===== config.mk =====
export PLATFORM = sky130hd
export DESIGN_NAME = pulse_oximeter_spo2_pulse_top
export DESIGN_NICKNAME = d
export VERILOG_FILES = /design/src/hw/rtl/pospo2_pkg.sv /design/src/hw/rtl/pulse_oximeter_spo2_pulse_top.sv
export SDC_FILE = /design/constraint.sdc
export NUM_CORES = 2
export LEC_CHECK = 0
export BUFFER_PORTS_ARGS = -buffer_cell sky130_fd_sc_hd__buf_2
export CORE_MARGIN = 5
export CORE_UTILIZATION = 25
export CTS_CLUSTER_DIAMETER = 40
export DETAILED_ROUTE_END_ITERATION = 6
export HOLD_SLACK_MARGIN = 0.08
export PLACE_DENSITY = 0.41
export SLEW_MARGIN = 30
export SYNTH_ARGS = -nofsm -noshare
export SYNTH_HDL_FRONTEND = slang
export SYNTH_SLANG_ARGS = --single-unit

===== constraint.sdc =====
create_clock -name clk -period 15.3 [get_ports clk]
set_clock_uncertainty 0.05 [all_clocks]
set_input_delay 1.53 -clock clk [delete_from_list [all_inputs] [get_ports clk]]
set_output_delay 1.53 -clock clk [all_outputs]
set_load 0.1 [all_outputs]

===== src/hw/rtl/pospo2_pkg.sv =====
// ----------------------------------------------------------------------------
// pospo2_pkg: shared types and constants of the pulse / SpO2 estimator
// Field widths, transfer payload structs and the SpO2 line coefficients.
// ----------------------------------------------------------------------------
package pospo2_pkg;

  // field widths
  localparam int SAMPLE_W = 16;
  localparam int COUNT_W  = 16;
  localparam int DC_W     = 16;
  localparam int CONST_W  = 20;
  localparam int BPM_W    = 20;
  localparam int SPO2_W   = 7;

  // ratio of ratios, fixed point
  localparam int FRAC_W   = 8;
  localparam int PROD_W   = SAMPLE_W + DC_W;
  localparam int NUM_W    = PROD_W + FRAC_W;
  localparam int SUM_W    = COUNT_W + 1;

  // saturated ratio: anything above 120*256/35 already gives zero saturation
  localparam int R8_W     = 10;

  // serial step counts
  localparam int MUL_STEPS = DC_W;
  localparam int DIV_STEPS = NUM_W;
  localparam int PDIV_STEPS = CONST_W;
  localparam int CNT_W     = $clog2(DIV_STEPS);

  // spo2 lines: 110 - 25 r below r = 1, 120 - 35 r above
  localparam int V_W       = 17;
  localparam int ONE_R8    = 1 << FRAC_W;
  localparam int LO_BASE   = 110 * ONE_R8;
  localparam int LO_SLOPE  = 25;
  localparam int HI_BASE   = 120 * ONE_R8;
  localparam int HI_SLOPE  = 35;
  localparam int SPO2_MAX  = 110;

  localparam logic [CONST_W-1:0] PULSE_CONST_RST = CONST_W'(60000);

  // input transfer payload
  typedef struct packed {
    logic signed [SAMPLE_W-1:0] red_ac;
    logic signed [SAMPLE_W-1:0] ir_ac;
    logic        [DC_W-1:0]     red_dc;
    logic        [DC_W-1:0]     ir_dc;
  } in_item_t;

  // result transfer payload
  typedef struct packed {
    logic [BPM_W-1:0]  pulse_bpm;
    logic [SPO2_W-1:0] spo2_percent;
    logic              spo2_valid;
  } out_item_t;

  // per-channel crossing and extreme tracking state
  typedef struct packed {
    logic signed [SAMPLE_W-1:0] prev;
    logic signed [SAMPLE_W-1:0] mx;
    logic signed [SAMPLE_W-1:0] mn;
    logic        [COUNT_W-1:0]  run;
    logic        [COUNT_W-1:0]  period;
  } chan_t;

endpackage


===== src/hw/rtl/pulse_oximeter_spo2_pulse_top.sv =====
// ----------------------------------------------------------------------------
// pulse_oximeter_spo2_pulse_top: pulse rate and SpO2 from red / infrared samples
// Zero-crossing period tracking, peak-to-peak ratio of ratios, bit-serial
// multiply and divide.
// ----------------------------------------------------------------------------
// channel   signals                         payload
// in        in_valid / in_ready             in_data   (in_item_t)
// out       out_valid / out_ready           out_data  (out_item_t)
// cfg       cfg_valid / cfg_ready           cfg_data  (pulse constant, 20 bits)
//
// An input transfer updates the channel trackers in its own cycle, then two
// shift-add multipliers step through the 16-bit DC operands and the restoring
// dividers through the 40-bit ratio numerator (one quotient bit a cycle; the pulse
// divider ends after its 20-bit constant). S_DONE then forms SpO2 and loads the
// output register, waiting while that register still holds an unaccepted result,
// and the input stays not ready until the receiver takes it.
// Reset (synchronous, rst_n low) clears all tracking state and sets the pulse
// constant to 60000.
module pulse_oximeter_spo2_pulse_top
  import pospo2_pkg::*;
(
  input  logic               clk,
  input  logic               rst_n,
  input  logic               in_valid,
  output logic               in_ready,
  input  in_item_t           in_data,
  output logic               out_valid,
  input  logic               out_ready,
  output out_item_t          out_data,
  input  logic               cfg_valid,
  output logic               cfg_ready,
  input  logic [CONST_W-1:0] cfg_data
);

  localparam logic [1:0] S_IDLE = 2'd0;
  localparam logic [1:0] S_MUL  = 2'd1;
  localparam logic [1:0] S_DIV  = 2'd2;
  localparam logic [1:0] S_DONE = 2'd3;

  localparam logic [COUNT_W-1:0] COUNT_MAX = {COUNT_W{1'b1}};
  localparam logic [CNT_W-1:0]   MUL_LAST  = CNT_W'(MUL_STEPS - 1);
  localparam logic [CNT_W-1:0]   DIV_LAST  = CNT_W'(DIV_STEPS - 1);
  localparam logic [CNT_W-1:0]   PDIV_END  = CNT_W'(PDIV_STEPS);
  localparam logic [R8_W-1:0]    R8_SAT    = {R8_W{1'b1}};

  // crossing clears, period latch, saturating count, then extremes
  function automatic chan_t chan_next(input chan_t c,
                                      input logic signed [SAMPLE_W-1:0] x);
    chan_t n;
    n = c;
    if (!c.prev[SAMPLE_W-1] && x[SAMPLE_W-1]) n.mn = '0;
    if (!x[SAMPLE_W-1] && c.prev[SAMPLE_W-1]) begin
      n.mx     = '0;
      n.period = c.run;
      n.run    = '0;
    end
    if (n.run != COUNT_MAX) n.run = n.run + 1'b1;
    n.prev = x;
    if (n.mx < x) n.mx = x;
    if (n.mn > x) n.mn = x;
    return n;
  endfunction

  logic [1:0]          state_r, state_nxt;
  logic [CNT_W-1:0]    step_r;
  logic [CONST_W-1:0]  pulse_const_r;
  chan_t               red_r, ir_r;
  chan_t               red_nxt, ir_nxt;

  // per-item datapath registers
  logic                pulse_ok_r;
  logic                spo2_ok_r;
  logic [PROD_W-1:0]   mcand_num_r, mcand_den_r;
  logic [DC_W-1:0]     mplier_num_r, mplier_den_r;
  logic [PROD_W-1:0]   acc_num_r, acc_den_r;
  logic [NUM_W-1:0]    num_sr_r;
  logic [PROD_W-1:0]   rem_r;
  logic [R8_W-1:0]     q_r;
  logic                ovf_r;
  logic [CONST_W-1:0]  pnum_sr_r;
  logic [SUM_W-1:0]    psum_r;
  logic [SUM_W-1:0]    prem_r;
  logic [CONST_W-1:0]  pq_r;

  logic                out_valid_r, out_valid_nxt;
  out_item_t           out_data_r;

  logic                in_xfer;
  logic                load_out;
  logic [SAMPLE_W-1:0] red_ptp, ir_ptp;
  logic [SUM_W-1:0]    sum_nxt;
  logic                pulse_ok_nxt, spo2_ok_nxt;

  logic [PROD_W:0]     rem_sh;
  logic                q_bit;
  logic [PROD_W-1:0]   rem_nxt;
  logic [SUM_W:0]      prem_sh;
  logic                pq_bit;
  logic [SUM_W-1:0]    prem_nxt;

  logic [R8_W-1:0]     r8;
  logic [V_W-1:0]      lo_val, hi_prod, hi_val;
  logic [V_W-FRAC_W-1:0] spo2_wide;
  logic [SPO2_W-1:0]   spo2_nxt;
  out_item_t           out_nxt;

  assign in_ready  = (state_r == S_IDLE);
  assign in_xfer   = in_valid && in_ready;
  assign cfg_ready = 1'b1;
  assign out_valid = out_valid_r;
  assign out_data  = out_data_r;

  // tracker update and per-item flags
  always_comb begin
    red_nxt      = chan_next(red_r, in_data.red_ac);
    ir_nxt       = chan_next(ir_r, in_data.ir_ac);
    red_ptp      = SAMPLE_W'(red_nxt.mx - red_nxt.mn);
    ir_ptp       = SAMPLE_W'(ir_nxt.mx - ir_nxt.mn);
    sum_nxt      = SUM_W'(red_nxt.period) + SUM_W'(ir_nxt.period);
    pulse_ok_nxt = ((red_nxt.period != red_nxt.run) || (ir_nxt.period != ir_nxt.run))
                   && (sum_nxt != '0);
    spo2_ok_nxt  = (in_data.red_dc != '0) && (in_data.ir_dc != '0) && (ir_ptp != '0);
  end

  // ratio divider step, one quotient bit
  always_comb begin
    rem_sh  = {rem_r, num_sr_r[NUM_W-1]};
    q_bit   = (rem_sh >= {1'b0, acc_den_r});
    rem_nxt = q_bit ? PROD_W'(rem_sh - {1'b0, acc_den_r}) : rem_sh[PROD_W-1:0];
  end

  // pulse divider step, one quotient bit
  always_comb begin
    prem_sh  = {prem_r, pnum_sr_r[CONST_W-1]};
    pq_bit   = (prem_sh >= {1'b0, psum_r});
    prem_nxt = pq_bit ? SUM_W'(prem_sh - {1'b0, psum_r}) : prem_sh[SUM_W-1:0];
  end

  // spo2 from the saturated ratio
  always_comb begin
    r8        = ovf_r ? R8_SAT : q_r;
    lo_val    = V_W'(LO_BASE) - V_W'(r8) * V_W'(LO_SLOPE);
    hi_prod   = V_W'(r8) * V_W'(HI_SLOPE);
    hi_val    = V_W'(HI_BASE) - hi_prod;
    if (V_W'(r8) <= V_W'(ONE_R8)) begin
      spo2_wide = lo_val[V_W-1:FRAC_W];
    end else if (hi_prod >= V_W'(HI_BASE)) begin
      spo2_wide = '0;
    end else begin
      spo2_wide = hi_val[V_W-1:FRAC_W];
    end
    if (spo2_wide > (V_W-FRAC_W)'(SPO2_MAX)) spo2_nxt = SPO2_W'(SPO2_MAX);
    else spo2_nxt = spo2_wide[SPO2_W-1:0];
    out_nxt.pulse_bpm    = pulse_ok_r ? pq_r : '0;
    out_nxt.spo2_percent = spo2_ok_r ? spo2_nxt : '0;
    out_nxt.spo2_valid   = spo2_ok_r;
  end

  // sequencer
  always_comb begin
    state_nxt = state_r;
    load_out  = 1'b0;
    case (state_r)
      S_IDLE: if (in_xfer) state_nxt = S_MUL;
      S_MUL:  if (step_r == MUL_LAST) state_nxt = S_DIV;
      S_DIV:  if (step_r == DIV_LAST) state_nxt = S_DONE;
      S_DONE: begin
        if (!out_valid_r || out_ready) begin
          load_out  = 1'b1;
          state_nxt = S_IDLE;
        end
      end
      default: state_nxt = S_IDLE;
    endcase
  end

  // output register
  always_comb begin
    out_valid_nxt = out_valid_r;
    if (load_out) out_valid_nxt = 1'b1;
    else if (out_ready) out_valid_nxt = 1'b0;
  end

  // control state
  always_ff @(posedge clk) begin
    if (!rst_n) begin
      state_r       <= S_IDLE;
      step_r        <= '0;
      out_valid_r   <= 1'b0;
      pulse_const_r <= PULSE_CONST_RST;
      red_r         <= '0;
      ir_r          <= '0;
    end else begin
      state_r     <= state_nxt;
      out_valid_r <= out_valid_nxt;
      if (cfg_valid && cfg_ready) pulse_const_r <= cfg_data;
      if (in_xfer) begin
        red_r <= red_nxt;
        ir_r  <= ir_nxt;
      end
      if (state_r != state_nxt) step_r <= '0;
      else step_r <= step_r + 1'b1;
    end
  end

  // serial datapath
  always_ff @(posedge clk) begin
    case (state_r)
      S_IDLE: begin
        if (in_xfer) begin
          pulse_ok_r   <= pulse_ok_nxt;
          spo2_ok_r    <= spo2_ok_nxt;
          mcand_num_r  <= PROD_W'(red_ptp);
          mplier_num_r <= in_data.ir_dc;
          mcand_den_r  <= PROD_W'(ir_ptp);
          mplier_den_r <= in_data.red_dc;
          acc_num_r    <= '0;
          acc_den_r    <= '0;
          rem_r        <= '0;
          q_r          <= '0;
          ovf_r        <= 1'b0;
          pnum_sr_r    <= pulse_const_r;
          psum_r       <= sum_nxt;
          prem_r       <= '0;
          pq_r         <= '0;
        end
      end
      S_MUL: begin
        if (mplier_num_r[0]) acc_num_r <= acc_num_r + mcand_num_r;
        if (mplier_den_r[0]) acc_den_r <= acc_den_r + mcand_den_r;
        mcand_num_r  <= mcand_num_r << 1;
        mcand_den_r  <= mcand_den_r << 1;
        mplier_num_r <= mplier_num_r >> 1;
        mplier_den_r <= mplier_den_r >> 1;
        if (step_r == MUL_LAST) begin
          num_sr_r <= {(mplier_num_r[0] ? acc_num_r + mcand_num_r : acc_num_r),
                       {FRAC_W{1'b0}}};
        end
      end
      S_DIV: begin
        rem_r    <= rem_nxt;
        q_r      <= {q_r[R8_W-2:0], q_bit};
        ovf_r    <= ovf_r | q_r[R8_W-1];
        num_sr_r <= num_sr_r << 1;
        if (step_r < PDIV_END) begin
          prem_r    <= prem_nxt;
          pq_r      <= {pq_r[CONST_W-2:0], pq_bit};
          pnum_sr_r <= pnum_sr_r << 1;
        end
      end
      S_DONE: begin
        if (load_out) out_data_r <= out_nxt;
      end
      default: ;
    endcase
  end

  // checks
  a_accept_starts: assert property (@(posedge clk) disable iff (!rst_n)
    in_xfer |=> state_r == S_MUL)
    else $error("accepted item did not start the multiply phase");

  a_div_ends: assert property (@(posedge clk) disable iff (!rst_n)
    (state_r == S_DIV && step_r == DIV_LAST) |=> state_r == S_DONE)
    else $error("divide phase ran past its last step");

  a_spo2_range: assert property (@(posedge clk) disable iff (!rst_n)
    out_valid_r |-> out_data_r.spo2_percent <= SPO2_W'(SPO2_MAX))
    else $error("spo2 above clamp");

  a_spo2_invalid_zero: assert property (@(posedge clk) disable iff (!rst_n)
    (out_valid_r && !out_data_r.spo2_valid) |-> out_data_r.spo2_percent == '0)
    else $error("invalid spo2 not forced to zero");

endmodule

# [Yosys cells after proc, flatten, opt, wreduce, memory -nomap -nowiden]
# Cells that the tools add are included.
[op_classes] add_sub_neg=12 n_mul=2 n_lt_le_gt_ge=10 n_eq_ne=14 n_mux=56 n_bitwise=3 n_reduce_logical=33
[ops] cell="$pmux 32 s2" n=5
[ops] cell="$mux 32" n=8
[ops] cell="$mux 16" n=12
[ops] cell="$mux 20" n=4
[ops] cell="$pmux 20 s2" n=2
[ops] cell="$pmux 40 s2" n=1
[ops] cell="$add 32x32->32" n=2
[ops] cell="$pmux 16 s2" n=2
[ops] cell="$mux 17" n=3
[ops] cell="$reduce_bool 16->1" n=3
[ops] cell="$mux 40" n=1
[ops] cell="$pmux 17 s2" n=1
[ops] cell="$ge 33x32->1" n=1
[ops] cell="$add 16x1->16 const B" n=2
[ops] cell="$gt 16x16->1" n=2
[ops] cell="$lt 16x16->1" n=2
[ops] cell="$ne 16x16->1" n=2
[ops] cell="$ne 16x16->1 const B" n=2
[ops] cell="$sub 16x16->16" n=2
[ops] cell="$sub 32x32->32" n=1
[ops] cell="$mux 10" n=2
[ops] cell="$pmux 10 s2" n=1
[ops] cell="$ge 18x17->1" n=1
[ops] cell="$mux 9" n=2
[ops] cell="34 further kinds" n=66
[word_totals] ff_bits=536 input_bits=89 out_inout_bits=31 elab_cells=164

# [Logic depth before layout (Yosys ltp)]
# Gate-level depths: netlist of the first run.
[depth] depth_word=8 depth_mapped=27 mapped_depth_nobuf=24

# [Worst setup path before layout of the first run]
# Ideal clock, no wire load.
[synth_path] path_kind="input to register" from="input in_data[47] (netlist name)" to="register spo2_ok_r (data pin)" setup_time_ns=0.274 t_arrival_ns=6.972 t_required_ns=14.976 setup_slack_ns=8.004 cell_stages=23 path_buffers=4 path_cell_list="nand2b_1 > buf_6 > clkbuf_1 > clkbuf_1 > and2_1 > ha_1 > a22o_1 > or4_1 > o22a_1 > mux2i_1 > buf_2 > mux2_2 > ha_1 > nor2b_1 > o21a_1 > o21ai_0 > nand2b_1 > a21oi_1 > xnor2_1 > or4_1 > or4b_1 > nor4_1 > a41oi_1"
[synth_lines] element="from (decl)" line="pulse_oximeter_spo2_pulse_top.sv:26" rtl="input in_item_t in_data,"
[synth_lines] element="to (signal assigned)" line="pulse_oximeter_spo2_pulse_top.sv:212" rtl="spo2_ok_r <= spo2_ok_nxt;"
[synth_lines] element="to (decl)" line="pulse_oximeter_spo2_pulse_top.sv:72" rtl="logic spo2_ok_r;"

==> summary.txt, run 1 <==
clock slew at reported path FFs - 0.05 ns
multi-input logic area - 18,800 sq um
EDFF count, synth - 339
Peak VDD IR - 0.0000893 V
Rel. slew slack - 0.379
worst hold path type - flip-flop to flip-flop
vias in the first global route - 26,500
chip width - 376 microns
Worst Path Arrival - 7.04 ns
critical path data required time - 15.67 ns
Final Hold Vio Count - 0
Initial Utilization - 0.251
initial antenna violation count - 8
IO Count - 120
Clock Tree Buf Depth - 3
CP Capture Type - flip-flop
via count - 26,400
Final HPWL DP - 65,100 microns
startpoint type of the worst setup path - primary input
Detailed Route WL - 92,200 microns
# setup viols final - 0
post-CTS setup buffer count - 0
nets - 4,198
fin crit period - 6.67 ns
Synth Flop Type - edfxtp_1
reg2reg start - ir_r[79]
port bufs - 118
die area - 141,000 sq um
CTS sink count - 498
routed len/inst - 16.3 microns
clock latency on the worst-skew pair - 0.71 ns
total of max-cap violations - 0
Yosys warning count - 0
share of cells above drive strength 1 - 0.110
Remaining DRCs - 0
flops & latches, synth - 498
largest net degree at the start of global routing - 80
PostCTS Resize Cnt - 0
Synth Instances - 3,709
Initial DRC Count - 1,493
WHS - 0.394 ns
setup TNS - 0 ns
status - finished, final reports clean
RD Place Congestion - 0.831
H-tree levels - 3
grt total ovfl - 0
Layout fillers - 14,100
Rows - 134
sequential share of the synthesized area - 0.399
CTS root buffer - clkbuf_16
Slew Limit Fails - 0
Final period util - 0.436
Power Dens Cells - 143 nW/um^2
core box area - 133,000 sq um
CTS Hold Bufs - 0
Post-Synthesis Net Count - 4,101
kind of critical path - primary input to flip-flop
CTS tree - done
Area Overhead vs Synth - 18.9%
Routed Antenna Nets - 0
Tightest Pin Transition - 0.932 ns
met3 routed WL - 3220 microns
Distinct cells, synth - 95
Fmax - 0.150 GHz
LEAKAGE - 0.0165 uW
Setup crit start - in_data[47]
GRT Util Overall - 0.129
FF+latch area - 13,400 sq um
first-pass GRT wire length - 149,000 microns
met2 WL - 40,000 microns
CTS buffer count - 109
Mean Syn Cell Area - 9.03 sq um
Die Height - 376 microns
Post-synth ARST share - 0
CP max FO - 44
Worst Hold Launch - step_r[0]
WL met1 - 46,600 microns
uppermost layer routed - met5
Via density - 4.66
unrepaired setup endpoints after global routing - false
post-synthesis instance area - 33,500 sq um
first-pass detailed-route iteration total - 5
-- area by class of cell --
| class | count | share of cell area |
|---|---|---|
| Clock buffer | 124 | 0.0725 |
| Tap cell | 1768 | 0.0555 |
| Antenna cell | 3 | 0.000188 |
| Multi-Input combinational cell | 2849 | 0.473 |
| Clock inverter | 82 | 0.0239 |
| Sequential cell | 498 | 0.336 |
| Inverter | 204 | 0.0194 |
| Timing Repair Buffer | 144 | 0.0204 |
-- worst paths after layout --
check                           depth (start not counted)  slack [ns]   endpoint
worst max-delay path                                   23        8.63  spo2_ok_r
worst min-delay path                                    1        0.39  step_r[0]
worst max register to register                         24        9.36  spo2_ok_r
worst min register to register                          1        0.39  step_r[0]
-- critical path, cell delays in order --
cell and delay, ns:
buf_2 0.20, nand2b_2 0.15, buf_4 0.43, and2_1 0.23, ha_1 0.24, a22o_1 0.23, or4_1 0.39, o22a_1 0.19
mux2i_2 0.16, buf_4 0.29, mux2i_1 0.37, inv_1 0.09, ha_1 0.27, nor2b_1 0.13, o21a_1 0.18, o21ai_0 0.23
nand2b_1 0.09, a21oi_1 0.17, xnor2_1 0.09, or4_1 0.52, or4b_1 0.48, nor4_1 0.19, a41oi_1 0.15
-- synth_stat cells (all sizes together) (62+ instances only) --
| library cell | instances | area share |
|---|---|---|
| nand2 | 468 | 0.053 |
| xor2 | 62 | 0.016 |
| edfxtp | 339 | 0.30 |
| mux2i | 113 | 0.034 |
| ha | 278 | 0.10 |
| inv | 201 | 0.023 |
| o21ai | 131 | 0.020 |
| nor2 | 429 | 0.048 |
| nand3 | 65 | 0.010 |
| a21oi | 240 | 0.036 |
| a211oi | 77 | 0.017 |
| and2 | 170 | 0.032 |
| clkbuf | 129 | 0.015 |
| dfxtp | 159 | 0.095 |
| nor3 | 121 | 0.018 |
| xnor2 | 121 | 0.032 |
-- cells in the final DEF, fill, tap and decap left out, drive strengths merged, types with 11 or more instances in the layout --
cell type / instances
and2: 170
a2111oi: 11
nand2: 468
inv: 216
xor2: 62
edfxtp: 339
a31oi: 22
or2: 21
nand3: 65
a22oi: 18
nor2b: 45
nor2: 429
xnor2: 121
a211oi: 77
o211ai: 15
dfxtp: 159
nor3: 121
and3: 28
bufinv: 13
o21bai: 13
fa: 25
clkbuf: 124
clkinv: 48
buf: 144
o21ai: 131
nand4: 34
or3: 16
mux2: 29
o21a: 55
ha: 278
a21o: 40
mux2i: 113
nand2b: 29
o31ai: 21
a21oi: 240
nor4: 24
-- stage by stage --
stage	power, uW	util	instance area [sq um]	worst slack [ns]	cells
6_report	5690	0.299	39800	8.63	5672
5_1_grt	6060	0.299	39800	8.22	5671
4_1_cts	5780	0.299	39800	8.66	5669
3_5_place_dp	3290	0.270	36000	7.91	5463
3_3_place_gp	3300	0.270	36000	7.95	5462
2_1_floorplan	2910	-	33500	8.00	3709
-- power by group --
part	leakage [uW]	switching [uW]	internal, uW
clock network	0.00187	846	1590
logic	0.0100	918	656
registers	0.00463	76.6	1610
-- routing by layer --
metal / vias to the layer above / GRT usage
met1: 12500 / 0.183
met4: 2 / 0.0448
li1: 13400 / -
met2: 376 / 0.199
met5: - / 0
met3: 141 / 0.0195
-- logic make-up after synthesis --
kind of cell	Yosys count	synth area share
AOI/OAI and AO/OA	731	0.140
xor gates and xnor gates	183	0.0479
adders and majority gates	303	0.119
buffers and inverters	362	0.0424
DFF	498	0.399
muxes	142	0.0435
other	1	0.000112
and+or+nand+nor	1489	0.209
-- state kept, by name, indices dropped and copies added, names as in the netlist, 2 cells and up --
name / cells
mplier_den_r: 16
rem_r: 32
state_r: 2
acc_num_r: 32
num_sr_r: 32
step_r: 6
pulse_const_r: 20
prem_r: 17
out_data: 28
red_r: 65
mplier_num_r: 16
mcand_num_r: 32
pq_r: 20
psum_r: 17
mcand_den_r: 32
acc_den_r: 32
pnum_sr_r: 20
ir_r: 65
q_r: 10
No activity file was read; power rests on OpenSTA's default activity.
==> run 2, diff against run 1 <==
--- a/config.mk
+++ b/config.mk
@@ -11,7 +11,7 @@
 export CTS_CLUSTER_DIAMETER = 40
 export DETAILED_ROUTE_END_ITERATION = 6
 export HOLD_SLACK_MARGIN = 0.08
-export PLACE_DENSITY = 0.41
+export PLACE_DENSITY = 0.42
 export SLEW_MARGIN = 30
 export SYNTH_ARGS = -nofsm -noshare
 export SYNTH_HDL_FRONTEND = slang
==> constraint.sdc (replaced) <==
create_clock -name clk -period 5.4 [get_ports clk]
set_clock_uncertainty 0.05 [all_clocks]
set_input_delay 0.54 -clock clk [delete_from_list [all_inputs] [get_ports clk]]
set_output_delay 0.54 -clock clk [all_outputs]
set_load 0.1 [all_outputs]
==> run 2 against run 1 <==
  * Hold slack lost 0.17 ns
  * Critical endpoint unchanged
  * Register-to-register slack got worse by 9.2 ns
  * Flip-flop and latch count unchanged
  * Die area did not move
  * Cell area grew 5.3%
==> summary.txt, run 2 (synthesis results as in run 1) <==
status - finished, final reports clean
first-pass detailed-route iteration total - 5
RD Place Congestion - 0.801
Tightest Pin Transition - 0.802 ns
critical-path cell list - nand2b_4, buf_6, and2_4, ha_1, nor2b_1, o21a_1, o21a_1, o211ai_1, nand3_2, a21oi_2, nor2b_4, mux2i_4, buf_4, ha_1, nor2b_1, o21a_1, o21ai_2, nand2b_1, a21oi_2, xnor2_2, or4_4, or4b_4, nor4_4, a41oi_2
Clock Tree Buf Depth - 3
setup TNS - 0 ns
Final HPWL DP - 65,100 microns
Pint - 11,300 uW
Worst R2R End - spo2_ok_r
met3 routed WL - 3010 microns
FF-to-FF setup slack - 0.16 ns
final cell count without fillers - 5,891
via count - 27,200
port bufs - 118
share of cells above drive strength 1 - 0.156
Worst Hold Launch - in_data[0]
Final period util - 0.971
LEAKAGE - 0.0176 uW
vias in the first global route - 26,900
WL met1 - 46,900 microns
Layout fillers - 13,900
met2 WL - 40,000 microns
worst hold path type - primary input to flip-flop
uppermost layer routed - met5
NetSw - 5380 uW
Peak VDD IR - 0.000233 V
reg2reg start - ir_r[79]
Core Util, Final - 0.315
CP max FO - 8
Hold Path Sink - mplier_num_r[0]
Worst Reg-to-Reg Cells - 24
CTS root buffer - clkbuf_16
first-pass GRT wire length - 149,000 microns
Initial DRC Count - 1,451
sequential power share - 0.287
Slew Limit Fails - 0
nets - 4,417
Die Height - 376 microns
Rows - 134
total of max-cap violations - 0
die area - 141,000 sq um
Via density - 4.62
GRT Util Overall - 0.129
Inst Count DP - 5,621
initial antenna violation count - 6
IO Count - 120
clock power share - 0.419
critical path data required time - 5.78 ns
Routed Antenna Nets - 0
hold depth - 3
unrepaired setup endpoints after global routing - true
CTS tree - done
crit-path most repeated cell - o21a_1
Setup crit start - ir_r[79]
commonest non-fill, non-tap cell in the layout - nand2_1
H-tree levels - 3
Area Overhead vs Synth - 25.3%
routed len/inst - 15.7 microns
Final Hold Vio Count - 0
Fmax - 0.191 GHz
Remaining DRCs - 0
Rel. slew slack - 0.466
crit-path max cell delay - 0.51 ns
startpoint type of the worst setup path - flip-flop
sw frac - 0.323
CTS sink count - 498
core box area - 133,000 sq um
# setup viols final - 0
CP Capture Type - flip-flop
Top Registers - ir_r x65, red_r x65
Worst Path Arrival - 5.62 ns
Initial Utilization - 0.251
combinational share of power - 0.294
CP max stage cell - or4_4
kind of critical path - flip-flop to flip-flop
fin crit period - 5.24 ns
chip width - 376 microns
largest net degree at the start of global routing - 110
# diodes - 0
CTS buffer count - 110
clock latency on the worst-skew pair - 0.70 ns
Detailed Route WL - 92,600 microns
most frequent cells in the layout - nand2_1 (463), nor2_1 (427), edfxtp_1 (339)
grt total ovfl - 0
clock slew at reported path FFs - 0.05 ns
Power Dens Cells - 397 nW/um^2
==> run 2: cell count changes in the layout (fill, tap and decap cells not counted), sizes merged, moves of 2 or more <==
cell / change
clkinvlp: +6
clkbuf: -7
dlygate4sd3: +51
clkinv: -3
inv: +6
bufinv: +2
diode: -3
buf: +166
==> run 2: routing by layer <==
| layer | track usage | vias to the layer above |
|---|---|---|
| met4 | 0.0459 | 2 |
| met3 | 0.0194 | 160 |
| met5 | 0 | - |
| li1 | - | 13900 |
| met2 | 0.199 | 367 |
| met1 | 0.182 | 12800 |
==> run 2: through the flow <==
step	cell area [sq um]	setup WS (ns)	hold WS (ns)	power (uW)
3_5_place_dp	37200	-0.684	0.391	9610
3_3_place_gp	37200	-0.769	0.383	9620
4_1_cts	41600	0.0214	0.152	16800
6_report	42000	0.155	0.220	16700
5_1_grt	42000	-0.0978	0.199	17700
2_1_floorplan	33500	-0.528	0.368	8240
==> run 2: layout make-up <==
class | instances | area, sq um | area share
repair buffers | 361 | 2630 | 0.0626
clock inverters | 93 | 1090 | 0.0261
flip-flops and latches | 498 | 13400 | 0.319
inverters | 204 | 773 | 0.0184
clock buffers | 117 | 2780 | 0.0662
well taps | 1768 | 2210 | 0.0527
multi-input cells | 2850 | 19100 | 0.455
==> run 2: worst max-delay path by stage <==
stage,to,cells past startpoint
final,spo2_ok_r,24
after floorplan,spo2_ok_r,23
after CTS,spo2_ok_r,23
after global placement,spo2_ok_r,21
after detailed placement,spo2_ok_r,20
after global routing,spo2_ok_r,24
==> run 2: power groups by stage <==
| stage | combinational (uW) | clock, uW | sequential (uW) |
|---|---|---|---|
| 2_1_floorplan | 3480 | 0 | 4750 |
| 3_3_place_gp | 4770 | 0 | 4850 |
| 3_5_place_dp | 4770 | 0 | 4850 |
| 4_1_cts | 4840 | 7200 | 4780 |
| 5_1_grt | 5540 | 7370 | 4820 |
| 6_report | 4900 | 6980 | 4780 |
==> run 2: worst max-delay path: cells and delay by family, from the launching register on <==
| family | cells | cell delay [ns] |
|---|---|---|
| xor+xnor | 1 | 0.08 |
| flops | 1 | 0.36 |
| simple gates | 10 | 2.10 |
| buf+inv | 2 | 0.27 |
| mux | 1 | 0.20 |
| compound gates | 8 | 1.36 |
| fa+ha+maj | 2 | 0.54 |
==> run 2: timing repair <==
| action | 4_1_cts | 5_1_grt |
|---|---|---|
| endpoints found under the setup margin | 1 | 16 |
| setup buffers | 0 | 8 |
| gates resized for setup | 8 | 61 |
| endpoints found under the hold margin | 51 | 0 |
| cloned | 0 | 1 |
| pin swaps | 0 | 20 |
| hold buffers | 51 | 0 |
==> run 3, diff against run 2 <==
--- a/config.mk
+++ b/config.mk
@@ -6,12 +6,13 @@
 export NUM_CORES = 2
 export LEC_CHECK = 0
 export BUFFER_PORTS_ARGS = -buffer_cell sky130_fd_sc_hd__buf_2
+export CAP_MARGIN = 5
 export CORE_MARGIN = 5
 export CORE_UTILIZATION = 25
 export CTS_CLUSTER_DIAMETER = 40
 export DETAILED_ROUTE_END_ITERATION = 6
 export HOLD_SLACK_MARGIN = 0.08
-export PLACE_DENSITY = 0.42
+export PLACE_DENSITY = 0.41
 export SLEW_MARGIN = 30
 export SYNTH_ARGS = -nofsm -noshare
 export SYNTH_HDL_FRONTEND = slang
==> constraint.sdc (replaced) <==
create_clock -name clk -period 4.9 [get_ports clk]
set_clock_uncertainty 0.05 [all_clocks]
set_input_delay 0.49 -clock clk [delete_from_list [all_inputs] [get_ports clk]]
set_output_delay 0.49 -clock clk [all_outputs]
set_load 0.1 [all_outputs]
==> run 3 against run 2 <==
  * The run now ends with negative setup slack left
  * Largest power group unchanged
  * Highest routed layer unchanged
  * Hold slack worse by 0.052 ns
  * Register-to-register slack got worse by 0.40 ns
  * Critical path depth decreased by 2
  * Worst setup slack got worse by 0.40 ns
  * Global-route usage rose by 0.48 points
  * Die area unchanged
  * Power increased by 16%
  * Fmax up 2.0%
  * Critical endpoint unchanged
==> summary.txt, run 3 (synthesis results as in run 1) <==
via count - 27,600
Worst Path Arrival - 5.52 ns
Core Util, Final - 0.330
vias in the first global route - 27,600
CP Capture Type - flip-flop
status - finished, violations left
final cell count without fillers - 6,016
core box area - 133,000 sq um
clock slew at reported path FFs - 0.05 ns
port bufs - 118
reg2reg start - ir_r[79]
Tightest Pin Transition - 0.953 ns
Initial Utilization - 0.251
Initial DRC Count - 1,422
die area - 141,000 sq um
startpoint type of the worst setup path - flip-flop
Final period util - 1.05
Power Dens Cells - 441 nW/um^2
GRT Util Overall - 0.134
fin crit period - 5.14 ns
Post-DP Area - 38,200 sq um
Setup crit start - ir_r[79]
CTS sink count - 498
Layout fillers - 13,800
GR Layer Usage met3 - 0.0222
Peak VDD IR - 0.000270 V
FF-to-FF setup slack - -0.24 ns
Worst Reg-to-Reg Cells - 22
Clock Tree Buf Depth - 3
CTS tree - done
failing checks - negative setup slack
busiest grt layer - met2
Slew Limit Fails - 0
routed len/inst - 16.1 microns
Via density - 4.59
met2 capacity usage during global routing - 0.210
chip width - 376 microns
Final HPWL DP - 68,300 microns
worst hold path type - primary input to flip-flop
Die Height - 376 microns
Fmax - 0.195 GHz
CP max FO - 7
final setup margin - -0.241 ns
Worst R2R End - spo2_ok_r
RD Place Congestion - 0.786
largest net degree at the start of global routing - 93
LEAKAGE - 0.0184 uW
clock latency on the worst-skew pair - 0.70 ns
most frequent cells in the layout - nand2_1 (462), nor2_1 (425), edfxtp_1 (339)
Rows - 134
CTS buffer count - 113
met1 usage - 0.186
Remaining DRCs - 0
Routed Antenna Nets - 0
# setup viols final - 1
H-tree levels - 3
initial antenna violation count - 7
Detailed Route WL - 96,600 microns
Worst Hold Launch - in_data[0]
IO Count - 120
unrepaired setup endpoints after global routing - true
nets - 4,540
share of cells above drive strength 1 - 0.204
first-pass detailed-route iteration total - 5
setup TNS - -0.241 ns
Area Overhead vs Synth - 31.2%
Final Hold Vio Count - 0
Rel. slew slack - 0.364
hold depth - 3
post-route cell area - 43,900 sq um
Inst Count DP - 5,721
Hold Path Sink - mplier_num_r[0]
commonest non-fill, non-tap cell in the layout - nand2_1
grt total ovfl - 0
Top Registers - ir_r x65, red_r x65
kind of critical path - flip-flop to flip-flop
critical path data required time - 5.27 ns
CTS root buffer - clkbuf_16
total of max-cap violations - 0
first-pass GRT wire length - 154,000 microns
-- run 3: per-stage QoR --
| stage | power, uW | worst slack, ns | hold WS [ns] |
|---|---|---|---|
| 3_3_place_gp | 10900 | -0.810 | 0.389 |
| 4_1_cts | 19300 | -0.355 | 0.106 |
| 5_1_grt | 20600 | -0.478 | 0.158 |
| 6_report | 19400 | -0.241 | 0.168 |
| 3_5_place_dp | 10900 | -0.867 | 0.391 |
| 2_1_floorplan | 9160 | -0.698 | 0.368 |
-- run 3: where the power goes --
group | switching, uW | internal (uW)
logic | 3200 | 2800
registers | 237 | 5030
clock network | 2650 | 5450
-- run 3: worst max-delay path: stages (launching register included) --
cell and delay [ns]:
dfxtp_2 0.35, buf_6 0.13, nand2b_4 0.09, and2_4 0.17, ha_1 0.28, nand2_1 0.09
a2111oi_2 0.35, o22a_1 0.26, mux2i_4 0.26, buf_12 0.15, mux2i_4 0.23, inv_1 0.07
ha_1 0.27, nor2b_1 0.13, o21a_1 0.18, o21ai_2 0.16, nand2b_1 0.09, a21oi_2 0.16
xnor2_1 0.08, or4_1 0.51, or4b_4 0.51, nor4_4 0.15, a41oi_1 0.14
-- run 3: how the worst max path moves through the flow --
stage,depth (start not counted),slack (ns),end
finish,22,-0.24,spo2_ok_r
global route,24,-0.48,spo2_ok_r
CTS,24,-0.36,spo2_ok_r
detailed placement,22,-0.87,spo2_ok_r
global placement,21,-0.81,spo2_ok_r
floorplan,24,-0.70,spo2_ok_r
-- run 3: layer usage --
layer	vias to the layer above	part of all wire	wire length (microns)
met5	-	0.00013	13
met4	2	0.025	2390
met3	144	0.036	3500
met2	368	0.45	43200
met1	13000	0.49	47500
li1	14100	-	-
-- run 3: timing repair --
item,4_1_cts,5_1_grt
hold buffers,51,0
gates resized for setup,54,127
setup endpoints to repair,18,20
pin swaps,10,65
gates cloned,0,2
endpoints found under the hold margin,51,0
buffers inserted,9,19
-- run 3: area by class of cell --
cell class / instances / area (sq um) / area share
well taps: 1768 / 2210 / 0.0503
clock inverters: 76 / 1070 / 0.0243
multi-input cells: 2851 / 19900 / 0.453
clock buffers: 136 / 3010 / 0.0684
diodes: 3 / 7.51 / 0.000171
repair buffers: 480 / 3600 / 0.0818
flip-flops and latches: 498 / 13400 / 0.304
inverters: 204 / 773 / 0.0176
